===== src/rtl/core/ssf_sqrt.sv =====
// Pipelined integer square root, two result bits per stage.
module ssf_sqrt #(
	parameter int RW = 25,
	parameter int TW = 8
) (
	input  logic            clk,
	input  logic            arst_n,
	input  logic            en,
	input  logic            in_valid,
	input  logic [2*RW-1:0] rad,
	input  logic [TW-1:0]   in_tag,
	output logic            out_valid,
	output logic [RW-1:0]   root,
	output logic [TW-1:0]   out_tag
);

	localparam int NST = (RW + 1) / 2;
	localparam int PW  = 2 * NST;
	localparam int XW  = 2 * PW;

	logic [XW-1:0] x_s    [NST];
	logic [PW+1:0] rem_s  [NST];
	logic [PW-1:0] root_s [NST];
	logic [TW-1:0] tag_s  [NST];
	logic          vld_s  [NST];

	function automatic logic [2*PW+1:0] sq_step(input logic [PW+1:0] rem,
		input logic [PW-1:0] rt, input logic [1:0] pair);
		logic [PW+3:0] acc;
		logic [PW+3:0] trial;
		logic [PW+3:0] diff;
		acc   = {rem, pair};
		trial = {2'b00, rt, 2'b01};
		diff  = acc - trial;
		if (acc >= trial) begin
			return {diff[PW+1:0], rt[PW-2:0], 1'b1};
		end
		return {acc[PW+1:0], rt[PW-2:0], 1'b0};
	endfunction

	for (genvar k = 0; k < NST; k++) begin : g_st
		logic [XW-1:0]     xi;
		logic [PW+1:0]     ri;
		logic [PW-1:0]     qi;
		logic [TW-1:0]     ti;
		logic              vi;
		logic [2*PW+1:0]   st1;
		logic [2*PW+1:0]   st2;

		if (k == 0) begin : g_in
			assign xi = XW'(rad);
			assign ri = '0;
			assign qi = '0;
			assign ti = in_tag;
			assign vi = in_valid;
		end else begin : g_mid
			assign xi = x_s[k-1];
			assign ri = rem_s[k-1];
			assign qi = root_s[k-1];
			assign ti = tag_s[k-1];
			assign vi = vld_s[k-1];
		end

		assign st1 = sq_step(ri, qi, xi[XW-1 -: 2]);
		assign st2 = sq_step(st1[2*PW+1 -: PW+2], st1[PW-1:0], xi[XW-3 -: 2]);

		always_ff @(posedge clk or negedge arst_n) begin
			if (!arst_n) begin
				vld_s[k] <= 1'b0;
			end else if (en) begin
				vld_s[k] <= vi;
			end
		end

		always_ff @(posedge clk) begin
			if (en) begin
				x_s[k]    <= xi << 4;
				rem_s[k]  <= st2[2*PW+1 -: PW+2];
				root_s[k] <= st2[PW-1:0];
				tag_s[k]  <= ti;
			end
		end
	end

	assign out_valid = vld_s[NST-1];
	assign root      = root_s[NST-1][RW-1:0];
	assign out_tag   = tag_s[NST-1];

endmodule


===== config.mk =====
export PLATFORM = sky130hd
export DESIGN_NAME = ssf_sqrt
export DESIGN_NICKNAME = d
export VERILOG_FILES = /design/src/rtl/core/ssf_sqrt.sv
export SDC_FILE = /design/constraint.sdc
export NUM_CORES = 2
export LEC_CHECK = 0
export BUFFER_PORTS_ARGS = -buffer_cell sky130_fd_sc_hd__clkbuf_2
export CAP_MARGIN = 20
export CELL_PAD_IN_SITES_DETAIL_PLACEMENT = 0
export CELL_PAD_IN_SITES_GLOBAL_PLACEMENT = 1
export CORE_UTILIZATION = 52
export CTS_CLUSTER_DIAMETER = 100
export DETAILED_ROUTE_END_ITERATION = 8
export PLACE_DENSITY_LB_ADDON = 0.3
export RECOVER_POWER = 100
export SLEW_MARGIN = 5
export SYNTH_ARGS = -nofsm -noshare
export SYNTH_HDL_FRONTEND = slang
export SYNTH_SLANG_ARGS = --single-unit
export TNS_END_PERCENT = 5

===== constraint.sdc =====
create_clock -name clk -period 7.2 [get_ports clk]
set_input_delay 0.72 -clock clk [delete_from_list [all_inputs] [get_ports clk]]
set_output_delay 0.72 -clock clk [all_outputs]
set_load 0.01 [all_outputs]

# After elaboration in Yosys (flattened, before gate mapping)
# Memories as Yosys holds them, arrays and structs flattened.
# Cells that the tools add are included.
# word_totals
word_cells	144
reg_bits	13
mem_count	4
ramBits	1430
output_inout_bits	34
# op_classes
magnitude_cmp	25
addsub	25
mux	77
# mem_list
memory	depth	width	rd	rd_ports_with_merged_regs	write_ports	line	rtl
x_s	13	48	12	0	13	21	logic [XW-1:0] x_s [NST];
rem_s	13	28	12	0	13	22	logic [PW+1:0] rem_s [NST];
root_s	13	26	13	0	13	23	logic [PW-1:0] root_s [NST];
tag_s	13	8	13	0	13	24	logic [TW-1:0] tag_s [NST];
# op_table
operator	n
2-to-1 mux 54 bit	50
>= comparator 30 x 28 -> 1 bit	24
subtractor 28 bit	24
2-to-1 mux 1 bit	27
subtractor 2 x 1 -> 3 bit, second input constant	1
>= comparator 2 x 1 -> 1 bit, second input constant	1

# Longest topological paths before layout
# An unclocked memory read counts as a cell.
# logic_depth
word_depth	7
mapped_depth	31
ltp_nobuf	26

# Least setup slack after synthesis
# No wires, ideal clock.
# synth_path
kind	reg-to-reg
from	mem rem_s[2][20] (netlist name)
to	mem rem_s[2][35] (netlist name), data pin
t_arrival_ns	5.543
setup_slack_ns	1.397
stages_incl_launch_ff	23
period_less_slack_ns	5.803
setup_ns	0.260
n_path_buf	5
cell_sequence	edfxtp_1 or4_1 or4_1 nor4_1 nand3_1 or3_1 buf_2 inv_1 buf_2 clkbuf_1 o21ai_0 ha_1 nand3_1 or2_2 or4_1 o32ai_1 a22o_1 nor4_1 and2_1 buf_2 inv_1 buf_2 mux2_2
# synth_rtl
item	line
from (decl)	22

==> results.json <==
{
  "setup_violations": 0,
  "finalNonFillerCells": 6658,
  "die_area_um2": 105800,
  "reg2regPathDepth": 22,
  "grt.overflow.total": 0,
  "worst-setup-path-type": "flop to flop",
  "ant_nets": 0,
  "die_w_um": 325.2,
  "holdPathStages": 1,
  "syn-instance-count": 5062,
  "numPortBuffers": 95,
  "violations": "capacitance limit, slew limit",
  "start_kind": "flop",
  "antenna_found_initial": 2,
  "grt_setup_unrepaired": "no",
  "cpPeakStageDelay_ns": 0.69,
  "synth_flop_cell": "edfxtp_1",
  "diodes": 0,
  "start_util_pct": 52.49,
  "yosys-top-cells-area": "edfxtp_1, ha_1, xnor2_1",
  "htree_num_levels": 3,
  "syn_area_per_cell_um2": 10.73,
  "core-area_um2": 103500,
  "worst_slew_pin_slew_ns": 4.893,
  "drv_slew": 760,
  "cts_made_buffers": 96,
  "num_vias": 38970,
  "synth_cell_types": 104,
  "routed_wl_um": 133000,
  "layout_commonest_cell": "edfxtp_1",
  "p_comb_share_pct": 36.9,
  "drive_above_1_share_pct": 7.181,
  "clock_path_buffers": 3,
  "hold_viol_final": 0,
  "max-vdd-ir-drop_v": 0.0002372,
  "power_uw": 19710,
  "routedWlPerCell_um": 19.98,
  "cp_cell_sequence": "inv_1 > ha_1 > nand2_1 > a211oi_1 > o2111ai_1 > a21oi_1 > o21ai_0 > nand2_1 > clkbuf_1 > a21oi_1 > ha_1 > nand2_1 > nor4b_1 > mux2i_1 > a21oi_1 > a311oi_1 > clkbuf_1 > o311ai_1 > nor3_2 > clkbuf_1 > or3_1 > xnor2_1",
  "nets": 5613,
  "ys_ff_latch": 909,
  "min_to": "x_s[0][26]",
  "routed_via_density": 5.852,
  "hp-class": "input pin to flop",
  "root_buffer": "clkbuf_16",
  "yosysTopAreaCellShare_pct": 49.52,
  "ios": 96,
  "drc": 0,
  "hpwl_um": 101600,
  "yosysSeqAreaShare_pct": 50.12,
  "placed_cells": 6479,
  "clkTransAtPathRegs_ns": 0.06,
  "fin_skew_ns": 0.03250,
  "rrSetupSlack_ns": 0.43,
  "end_kind": "flop",
  "syn_to_final_growth_pct": 9.486,
  "p_leak_uw": 0.02300,
  "swShare_pct": 36.06,
  "period_needed_ns": 6.774,
  "seqPwrFrac_pct": 38.3,
  "grt_pass1_wl_um": 207400,
  "worstPathMaxFanout": 16,
  "firstDrtPassIters": 6,
  "regToRegStartpoint": "root_s[0][158]",
  "drtIter0Drc": 3213,
  "fin_crit_sh_pct": 94.08,
  "fin_tns_setup_ns": 0,
  "worstPathRequired_ns": 7.64,
  "die_h_um": 325.2,
  "grt_pass1_vias": 36980,
  "row_count": 118,
  "outcome": "complete, but fails checks",
  "gp_congestion": 0.9386,
  "grt.total_usage_pct": 24.83,
  "relSlewSlack_pct": -226.2,
  "clockPowerShare_pct": 24.8,
  "syn_area_um2": 54330,
  "final_util_pct": 57.47,
  "synth_edf_count": 896,
  "ys_warn_count": 0,
  "fill_cells": 8878,
  "async_flop_share_pct": 1.430,
  "layout_common_cells": "edfxtp_1, nor2_1, nand2_1",
  "cap_violations": 8,
  "cts_tree": "done",
  "crit_slowest_cell": "o311ai_1",
  "internal_power_uw": 12600,
  "setup.worst_path.start": "root_s[0][158]",
  "p_per_area_nw_per_um2": 331.3,
  "yosysTopAreaCell": "edfxtp_1",
  "worstHoldStart": "rad[26]",
  "crit_arrival_ns": 7.21,
  "clock-sinks": 909,
  "syn_nets": 5477,
  "clock.fmax_mhz": 147.6,
  "clk_latency_ns": 0.70,
  "p_switching_uw": 7107,
  "grt_max_degree": 190,
  "reg2reg_to": "rem_s[1][108]"
}
cell type report:
type / instances / area [um^2] / area share (%)
clock buffers: 110 / 2455 / 4.127
clock inverters: 68 / 689.4 / 1.159
inverters: 302 / 1136 / 1.910
multi-input cells: 3741 / 25500 / 42.87
flip-flops and latches: 909 / 27230 / 45.78
well taps: 1380 / 1727 / 2.903
repair buffers: 148 / 743.2 / 1.249
cells by family after synthesis:
kind of cell	after synthesis	synth area share [%]
simple gates	1604	14.85
compound gates	1195	14.09
flops	909	50.12
xor+xnor	488	7.867
buf+inv	412	2.913
fa+ha+maj	353	8.130
mux	100	2.015
other cells	1	0.006902
how the worst max path moves through the flow:
stage | end | cells past startpoint | slack [ns]
floorplan | rem_s[2][35] | 22 | 1.40
global placement | rem_s[1][47] | 21 | 0.55
detailed placement | rem_s[1][47] | 21 | 0.55
CTS | rem_s[1][47] | 21 | 0.51
global route | rem_s[2][76] | 22 | 0.04
finish | rem_s[1][108] | 22 | 0.43
critical path, delay by kind of cell (launching register included):
| kind | cells | cell delay (ns) |
|---|---|---|
| AO/OA/AOI/OAI | 8 | 2.47 |
| flip-flops | 1 | 0.50 |
| XOR/XNOR | 1 | 0.16 |
| adder cells (fa/ha/maj) | 2 | 0.84 |
| buffers and inverters | 4 | 1.22 |
| AND/OR/NAND/NOR | 6 | 1.21 |
| multiplexers | 1 | 0.13 |
cell usage after synthesis (25+ instances only):
cell and number:
clkbuf_1 73, nor2_1 408, ha_1 353, nor3_1 117
and3_1 45, mux2_2 75, o21bai_1 37, inv_1 294
o21ai_0 254, nand3_1 108, xor2_1 183, mux2i_1 25
a211oi_1 34, edfxtp_1 896, or3_1 42, o21a_1 55
xnor2_1 305, and2_1 40, a21o_1 141, nor4_1 69
nand4_1 75, a31oi_1 37, nand2_1 407, o31ai_1 40
nor2b_1 64, nand2b_1 61, a21oi_1 374, or2_2 25
flip-flops by register name (all words and copies together), names as in the netlist:
name,count
tag_s,104
g_st.vi,12
x_s,312
out_valid,1
rem_s,311
root_s,169
metal layers:
layer  up-vias  global-route usage (%)  routed length [um]
li1      19120                       -                   -
met1     18590                   36.15               63060
met2      1051                   38.47               58760
met3       198                   3.372                7252
met4         2                   7.650                3912
met5         -                       0                  13
stage by stage:
stage	area (um^2)	hold slack, ns	worst slack, ns
3_5_place_dp	56520	0.4045	0.5508
4_1_cts	59680	0.1431	0.5051
2_1_floorplan	54330	0.4003	1.397
6_report	59480	0.1998	0.4263
5_1_grt	59480	0.1636	0.03781
3_3_place_gp	56520	0.4008	0.5476
power by group through the flow:
| stage | Sequential, uW | Clock, uW | Combinational (uW) |
|---|---|---|---|
| 2_1_floorplan | 7300 | 0 | 5430 |
| 3_3_place_gp | 7620 | 0 | 7150 |
| 3_5_place_dp | 7630 | 0 | 7140 |
| 4_1_cts | 7530 | 5020 | 7200 |
| 5_1_grt | 7630 | 5210 | 7990 |
| 6_report | 7550 | 4890 | 7270 |
timing repair:
item | 4_1_cts | 5_1_grt
setup endpoints to repair | 0 | 1
hold buffers | 1 | 0
setup buffers | 0 | 0
resized for setup | 0 | 1
hold endpoints to repair | 13 | 0
Note: power is estimated with default switching activity, not from simulation.
