$ cat src/rtl/core/ssf_pkg.sv
// Shared types and constants of the seek steering force core.
package ssf_pkg;

	localparam int SPEED_W = 23;
	localparam int GAIN_W  = 16;
	localparam int FORCE_W = 32;
	localparam int QUO_W   = 25;

	localparam int BRAKE_SHIFT = 9;
	localparam int SEEK_SHIFT  = 8;

	typedef logic [2:0] cfg_idx_t;

	localparam cfg_idx_t REG_TARGET_X   = 3'd0;
	localparam cfg_idx_t REG_TARGET_Y   = 3'd1;
	localparam cfg_idx_t REG_TARGET_Z   = 3'd2;
	localparam cfg_idx_t REG_MAX_SPEED  = 3'd3;
	localparam cfg_idx_t REG_ACCEL_GAIN = 3'd4;
	localparam cfg_idx_t REG_STOP_DIST  = 3'd5;

	localparam logic [SPEED_W-1:0] MAX_SPEED_RST  = 23'd153600;
	localparam logic [GAIN_W-1:0]  ACCEL_GAIN_RST = 16'd256;
	localparam logic [SPEED_W-1:0] STOP_DIST_RST  = 23'd25600;

	typedef struct packed {
		logic       brake;
		logic       sh;
		logic [2:0] neg;
	} ssf_flags_t;

endpackage

$ cat src/rtl/core/ssf_out.sv
// Velocity error, gain multiply, rounding and saturation in three stages.
module ssf_out #(
	parameter int COORD_BITS = 24
) (
	input  logic                                clk,
	input  logic                                arst_n,
	input  logic                                en,
	input  logic                                in_valid,
	input  ssf_pkg::ssf_flags_t                 flags,
	input  logic [ssf_pkg::QUO_W-1:0]           quo [3],
	input  logic signed [COORD_BITS-1:0]        vel [3],
	input  logic [ssf_pkg::GAIN_W-1:0]          accel_gain,
	output logic                                out_valid,
	output logic signed [ssf_pkg::FORCE_W-1:0]  frc [3],
	output logic                                braking
);

	localparam int QW = ssf_pkg::QUO_W;
	localparam int FW = ssf_pkg::FORCE_W;
	localparam int OW = ((QW + 1 > COORD_BITS) ? QW + 1 : COORD_BITS) + 1;
	localparam int MW = OW + ssf_pkg::GAIN_W + 1;

	logic                 vld_s1;
	logic                 brake_s1;
	logic signed [OW-1:0] op_s1 [3];

	logic                 vld_s2;
	logic                 brake_s2;
	logic signed [MW-1:0] p_s2 [3];

	logic                 vld_s3;
	logic                 brake_s3;
	logic signed [FW-1:0] frc_s3 [3];

	logic signed [OW-1:0] qe [3];
	logic signed [OW-1:0] ve [3];
	logic signed [OW-1:0] want [3];
	logic signed [OW-1:0] op [3];
	logic signed [ssf_pkg::GAIN_W:0] gain_s;
	logic [MW-1:0]        ab [3];
	logic [MW-1:0]        rnd [3];
	logic [MW-1:0]        half;
	logic signed [FW-1:0] fc [3];

	always_comb begin
		for (int i = 0; i < 3; i++) begin
			qe[i]   = signed'(OW'(quo[i]));
			ve[i]   = OW'(vel[i]);
			want[i] = flags.neg[i] ? -qe[i] : qe[i];
			op[i]   = flags.brake ? -ve[i] : (want[i] - ve[i]);
		end
	end

	always_ff @(posedge clk or negedge arst_n) begin
		if (!arst_n) begin
			vld_s1 <= 1'b0;
			vld_s2 <= 1'b0;
			vld_s3 <= 1'b0;
		end else if (en) begin
			vld_s1 <= in_valid;
			vld_s2 <= vld_s1;
			vld_s3 <= vld_s2;
		end
	end

	always_ff @(posedge clk) begin
		if (en) begin
			brake_s1 <= flags.brake;
			op_s1    <= op;
		end
	end

	assign gain_s = signed'({1'b0, accel_gain});

	always_ff @(posedge clk) begin
		if (en) begin
			brake_s2 <= brake_s1;
			for (int i = 0; i < 3; i++) begin
				p_s2[i] <= MW'(op_s1[i]) * MW'(gain_s);
			end
		end
	end

	// Round half away from zero on the magnitude, then clamp to the force range.
	always_comb begin
		half = brake_s2 ? (MW'(1) << (ssf_pkg::BRAKE_SHIFT - 1))
			: (MW'(1) << (ssf_pkg::SEEK_SHIFT - 1));
		for (int i = 0; i < 3; i++) begin
			ab[i]  = p_s2[i][MW-1] ? MW'(-p_s2[i]) : MW'(p_s2[i]);
			rnd[i] = brake_s2 ? ((ab[i] + half) >> ssf_pkg::BRAKE_SHIFT)
				: ((ab[i] + half) >> ssf_pkg::SEEK_SHIFT);
			if (!p_s2[i][MW-1]) begin
				if (rnd[i] > MW'({1'b0, {(FW-1){1'b1}}})) begin
					fc[i] = {1'b0, {(FW-1){1'b1}}};
				end else begin
					fc[i] = rnd[i][FW-1:0];
				end
			end else begin
				if (rnd[i] >= MW'({1'b1, {(FW-1){1'b0}}})) begin
					fc[i] = {1'b1, {(FW-1){1'b0}}};
				end else begin
					fc[i] = -signed'(rnd[i][FW-1:0]);
				end
			end
		end
	end

	always_ff @(posedge clk) begin
		if (en) begin
			brake_s3 <= brake_s2;
			frc_s3   <= fc;
		end
	end

	assign out_valid = vld_s3;
	assign frc       = frc_s3;
	assign braking   = brake_s3;

endmodule

$ cat config.mk
export PLATFORM = sky130hd
export DESIGN_NAME = ssf_out
export DESIGN_NICKNAME = d
export VERILOG_FILES = /design/src/rtl/core/ssf_pkg.sv /design/src/rtl/core/ssf_out.sv
export SDC_FILE = /design/constraint.sdc
export NUM_CORES = 2
export LEC_CHECK = 0
export ABC_AREA = 0
export BUFFER_PORTS_ARGS = -buffer_cell sky130_fd_sc_hd__buf_2
export CORE_MARGIN = 4
export CORE_UTILIZATION = 50
export CTS_CLUSTER_DIAMETER = 100
export DETAILED_ROUTE_END_ITERATION = 10
export HOLD_SLACK_MARGIN = 0.06
export PLACE_DENSITY = 0.74
export SLEW_MARGIN = 20
export SYNTH_ARGS = -nofsm -noshare
export SYNTH_HDL_FRONTEND = slang
export SYNTH_SLANG_ARGS = --single-unit
export TNS_END_PERCENT = 1
$ cat constraint.sdc
create_clock -name clk -period 7.3 [get_ports clk]
set_input_delay 1.825 -clock clk [delete_from_list [all_inputs] [get_ports clk]]
set_output_delay 1.825 -clock clk [all_outputs]
set_load 0.02 [all_outputs]
# == Word-level counts from Yosys, hierarchy flattened ==
# Memories as Yosys holds them, arrays and structs flattened.
# Cells that the tools add are included.
# classes
n_addsub,18
mul,3
mux,24
order_cmp,6
# ops
op,n
$mux W32,9
$mux W27,6
$add A44 B9 Y44,3
$mul A27 B17 Y44,3
$mux W44,3
$neg A44 Y44,3
$ge A36 B32 Y1 const B,3
$gt A36 B31 Y1 const B,3
$mux W36,3
$neg A32 Y32,3
$neg A24 Y27,3
$neg A25 Y27,3
$sub A27 B24 Y27,3
$mux W9,1
$mux W1,2
# word_totals
wordCells,64
reg_bits,183
out_inout_bits,98
memories,1
ramBits,132
# memory_table
name,words,width,read_ports,rd_clocked_by_memory_dff,write_ports,line,rtl
p_s2,3,44,3,0,3,ssf_out.sv:29,logic signed [MW-1:0] p_s2 [3];

# == Longest topological paths before layout ==
# An unclocked memory read counts as a cell.
# logic_depth
word_depth,8
depth_mapped,28

# == Least setup slack after synthesis ==
# No wires, ideal clock.
# synth_timing
path_kind,in2reg
startpoint,input port accel_gain[8] (netlist bit)
endpoint,"memory p_s2[0][84] (netlist bit), data pin"
n_path_buf,2
path_slack_ns,-1.495
t_arrival_ns,8.530
setup_time_ns,0.265
cell_stages,26
cell_sequence,clkbuf_1 -> clkbuf_1 -> nand2_1 -> fa_1 -> inv_1 -> fa_1 -> inv_1 -> fa_1 -> inv_1 -> fa_1 -> fa_1 -> inv_1 -> fa_1 -> inv_1 -> ha_1 -> a21oi_1 -> nand2_1 -> o311ai_0 -> a21oi_1 -> o31a_1 -> a31o_2 -> o41ai_1 -> o21ai_0 -> o41ai_1 -> o21ai_0 -> xor2_1
# synth_rtl
item,line,rtl
start: declaration,ssf_out.sv:12,"input logic [ssf_pkg::GAIN_W-1:0] accel_gain,"
end: declaration,ssf_out.sv:29,

==> run_summary.xml <==
<?xml version="1.0" encoding="UTF-8"?>
<metrics>
  <group name="clock_tree">
    <metric name="clkLatencyLatePin" unit="ps">620</metric>
    <metric name="root_buffer" unit="">sky130_fd_sc_hd__clkbuf_16</metric>
    <metric name="cts_made_buffers" unit="">43</metric>
    <metric name="cts_max_level" unit="">2</metric>
    <metric name="clockBufferDepth" unit="">3</metric>
    <metric name="worst_setup_hold_path_clk_slew" unit="ps">60</metric>
    <metric name="cts_tree" unit="">yes</metric>
    <metric name="cts_num_sinks" unit="">315</metric>
  </group>
  <group name="global_route">
    <metric name="grt_antenna_before_repair" unit="">3</metric>
    <metric name="grt_util_all_layers" unit="">0.263</metric>
    <metric name="via_count_of_the_first_global_routing_pass" unit="">64700</metric>
    <metric name="grt_pass1_wl" unit="um">337000</metric>
    <metric name="pin_count_of_the_biggest_net_entering_global_routing" unit="">131</metric>
    <metric name="grt_remaining_overflow" unit="">0</metric>
  </group>
  <group name="yosys">
    <metric name="postSynthNetCount" unit="">10500</metric>
    <metric name="yosys.area_share.xor_xnor" unit="">0.0537</metric>
    <metric name="synth-edff-count" unit="">312</metric>
    <metric name="synthesis.area" unit="mm^2">0.0750</metric>
    <metric name="async_reset_ff_frac" unit="">0.00952</metric>
    <metric name="synth_simple_gate_area_share" unit="">0.187</metric>
    <metric name="synthAdderAreaFrac" unit="">0.406</metric>
    <metric name="yosysTopAreaCellShare" unit="">0.337</metric>
    <metric name="synth_top_cells_by_area" unit="">sky130_fd_sc_hd__fa_1 34%, sky130_fd_sc_hd__edfxtp_1 12%, sky130_fd_sc_hd__inv_1 8.3%</metric>
    <metric name="synth.lib_cells_used.distinct" unit="">110</metric>
    <metric name="synthesis.instances" unit="">8632</metric>
    <metric name="ys.flop_type" unit="">sky130_fd_sc_hd__edfxtp_1</metric>
    <metric name="yosys_register_bits" unit="">315</metric>
    <metric name="synth_sequential_area_ratio" unit="">0.126</metric>
    <metric name="synth_top_family_by_area" unit="">adder cells</metric>
    <metric name="netlist.top_cell.by_area" unit="">sky130_fd_sc_hd__fa_1</metric>
    <metric name="synthesis.area_per_instance" unit="um^2">8.69</metric>
    <metric name="multiplexer_area_fraction_after_synthesis" unit="">0.00914</metric>
    <metric name="yosys_warnings" unit="">0</metric>
    <metric name="yosysMostFrequentCell" unit="">sky130_fd_sc_hd__inv_1</metric>
    <metric name="synth-compound-area-share" unit="">0.113</metric>
    <metric name="yosys-top-cells-count" unit="">1662 x sky130_fd_sc_hd__inv_1, 1263 x sky130_fd_sc_hd__fa_1, 1095 x sky130_fd_sc_hd__nand2_1</metric>
  </group>
  <group name="floorplan">
    <metric name="die_area" unit="mm^2">0.156</metric>
    <metric name="floorplan.die.width" unit="um">395</metric>
    <metric name="start_util" unit="">0.505</metric>
    <metric name="i_o_pins" unit="">270</metric>
    <metric name="fp-row-count" unit="">141</metric>
    <metric name="die_h" unit="um">395</metric>
    <metric name="core_area" unit="mm^2">0.148</metric>
  </group>
  <group name="job">
    <metric name="maxCapViolCount" unit="">0</metric>
  </group>
  <group name="critical_path">
    <metric name="r2r-end" unit="">p_s2[0][80]</metric>
    <metric name="reg2regPathDepth" unit="">23</metric>
    <metric name="setup.reg_to_reg.worst_slack" unit="ps">190</metric>
    <metric name="path_max_fanout" unit="">15</metric>
    <metric name="rr_startpoint" unit="">op_s1[36]</metric>
    <metric name="timing_worst_setup_path_type" unit="">in2reg</metric>
    <metric name="critPathRequiredTime" unit="ps">7650</metric>
    <metric name="end_kind" unit="">flop</metric>
    <metric name="crit_path_start_kind" unit="">input pin</metric>
    <metric name="cp.arrival" unit="ps">8210</metric>
  </group>
  <group name="min_path">
    <metric name="worstHoldPathType" unit="">reg2reg</metric>
    <metric name="timing.hold.worst_endpoint" unit="">out_valid</metric>
    <metric name="hold_start" unit="">out_valid</metric>
    <metric name="worst_hold_path.num_cells" unit="">1</metric>
  </group>
  <group name="route">
    <metric name="ant_nets" unit="">0</metric>
    <metric name="detail_route.iter0.violations" unit="">5474</metric>
    <metric name="post-route-drc-count" unit="">0</metric>
    <metric name="wl_per_cell" unit="um">18.4</metric>
    <metric name="detailed_route_wl" unit="um">207000</metric>
    <metric name="detail_route.vias_per_cell" unit="">5.61</metric>
    <metric name="vias" unit="">63000</metric>
    <metric name="drt_pass1_iterations" unit="">6</metric>
  </group>
  <group name="final_layout">
    <metric name="final_layout_size_suffix_gt1_frac" unit="">0.138</metric>
    <metric name="fillCellCount" unit="">12800</metric>
    <metric name="multi_input_comb_area" unit="mm^2">0.0586</metric>
    <metric name="seqCellArea" unit="mm^2">0.00944</metric>
    <metric name="syn_to_final_growth" unit="%">13.8</metric>
    <metric name="final_core_util" unit="">0.575</metric>
    <metric name="nets" unit="">11000</metric>
  </group>
  <group name="sta">
    <metric name="hold_violations" unit="">0</metric>
    <metric name="max_freq" unit="MHz">127</metric>
    <metric name="layout_worst_path_cycle_share" unit="">1.08</metric>
    <metric name="rsz_0062_raised_after_global_routing" unit="">yes</metric>
    <metric name="period_needed" unit="ps">7850</metric>
    <metric name="max_slew_headroom" unit="">0.306</metric>
    <metric name="finalSetupViolCount" unit="">38</metric>
    <metric name="transition_time_at_the_pin_with_the_least_slew_margin" unit="ps">1030</metric>
    <metric name="worst_path_setup_slack_after_routing" unit="ps">-554</metric>
    <metric name="finalClockSkew" unit="ps">27.5</metric>
    <metric name="holdWs" unit="ps">509</metric>
    <metric name="slew_viol_final" unit="">0</metric>
  </group>
  <group name="placed_design">
    <metric name="routabilityCongestion" unit="">0.947</metric>
    <metric name="detailedPlacementHpwl" unit="um">167000</metric>
    <metric name="input_output_buffers" unit="">268</metric>
  </group>
  <group name="status">
    <metric name="failed_checks" unit="">negative setup slack</metric>
    <metric name="run_status" unit="">finished, violations left</metric>
  </group>
</metrics>
[metal layers]
layer,global-route usage,wire [um],share of wire
met5,0,13,0.000063
met4,0.0640,5490,0.027
met3,0.0532,19800,0.096
met2,0.407,90100,0.44
met1,0.381,91400,0.44
[cells by family after synthesis]
| kind of cell | Yosys count |
|---|---|
| DFF | 315 |
| buffers and inverters | 2081 |
| AOI/OAI and AO/OA | 1259 |
| adders and majority gates | 1678 |
| and+or+nand+nor | 2774 |
| xor gates and xnor gates | 459 |
| muxes | 66 |
[layout make-up]
class	instances	share of cell area
Multi-Input combinational cell	6236	0.686
Sequential cell	315	0.111
Timing Repair Buffer	934	0.0827
Inverter	1664	0.0732
Tap cell	2002	0.0294
Clock buffer	46	0.0127
Clock inverter	32	0.00485
Antenna cell	2	0.0000587
[sequential cells by signal, summed over array words and instances (netlist names)]
| signal | count |
|---|---|
| p_s2 | 132 |
| frc | 96 |
| op_s1 | 81 |
| brake_s1 | 1 |
| brake_s2 | 1 |
| braking | 1 |
| out_valid | 1 |
| vld_s1 | 1 |
| vld_s2 | 1 |
[critical path, stage by stage]
cell,delay [ps]
sky130_fd_sc_hd__buf_2,110
sky130_fd_sc_hd__buf_12,190
sky130_fd_sc_hd__buf_12,160
sky130_fd_sc_hd__nand2_1,70
sky130_fd_sc_hd__fa_1,540
sky130_fd_sc_hd__inv_1,60
sky130_fd_sc_hd__fa_1,530
sky130_fd_sc_hd__fa_1,460
sky130_fd_sc_hd__fa_1,530
sky130_fd_sc_hd__fa_1,490
sky130_fd_sc_hd__inv_1,50
sky130_fd_sc_hd__fa_1,480
sky130_fd_sc_hd__inv_1,70
sky130_fd_sc_hd__ha_4,220
sky130_fd_sc_hd__a21o_1,170
sky130_fd_sc_hd__a21o_1,200
sky130_fd_sc_hd__a21oi_2,190
sky130_fd_sc_hd__o21ai_2,100
sky130_fd_sc_hd__o21a_1,210
sky130_fd_sc_hd__o31a_1,310
sky130_fd_sc_hd__a31o_4,240
sky130_fd_sc_hd__o41ai_4,340
sky130_fd_sc_hd__o21ai_2,140
sky130_fd_sc_hd__buf_6,140
sky130_fd_sc_hd__o21a_1,180
sky130_fd_sc_hd__nor2_2,130
sky130_fd_sc_hd__xnor2_1,70
[per-stage QoR]
step                      worst slack [ps]  instances  setup TNS [ps]  area, um^2
after floorplan                       -759       8632          -18320       75300
after global placement               -1540      11100          -65870       82600
after detailed placement             -1530      11100          -71450       82600
after CTS                             -498      11200           -8260       84700
after global routing                  -723      11200          -17740       85300
final                                 -554      11200          -10560       85300
[worst max-delay path by stage]
| stage | startpoint | endpoint | slack, ps |
|---|---|---|---|
| final | accel_gain[9] | p_s2[0][80] | -550 |
| after global routing | accel_gain[5] | p_s2[0][80] | -720 |
| after detailed placement | accel_gain[2] | p_s2[0][43] | -1530 |
| after floorplan | accel_gain[8] | p_s2[0][84] | -760 |
| after CTS | accel_gain[5] | p_s2[0][87] | -500 |
| after global placement | accel_gain[2] | p_s2[0][84] | -1540 |
[what timing repair did]
action,CTS,global route
setup endpoints to repair,58,58
buffers inserted,17,14
hold buffers,0,0
gates cloned,3,2
pin swaps,48,62
resized for setup,84,92
[placed cells by master (no fill, tap or decap), drive strengths merged, types with 152 or more instances in the layout]
| cell | instances |
|---|---|
| nor2 | 251 |
| a21oi | 268 |
| fa | 1263 |
| and2 | 566 |
| inv | 1673 |
| nand2 | 1095 |
| xnor2 | 336 |
| ha | 414 |
| buf | 928 |
| o21ai | 276 |
| edfxtp | 312 |
| nand3 | 152 |
Power is left out: the tool's default activity adds up to more than one toggle a clock period on the data nets, which glitch-free logic cannot reach.
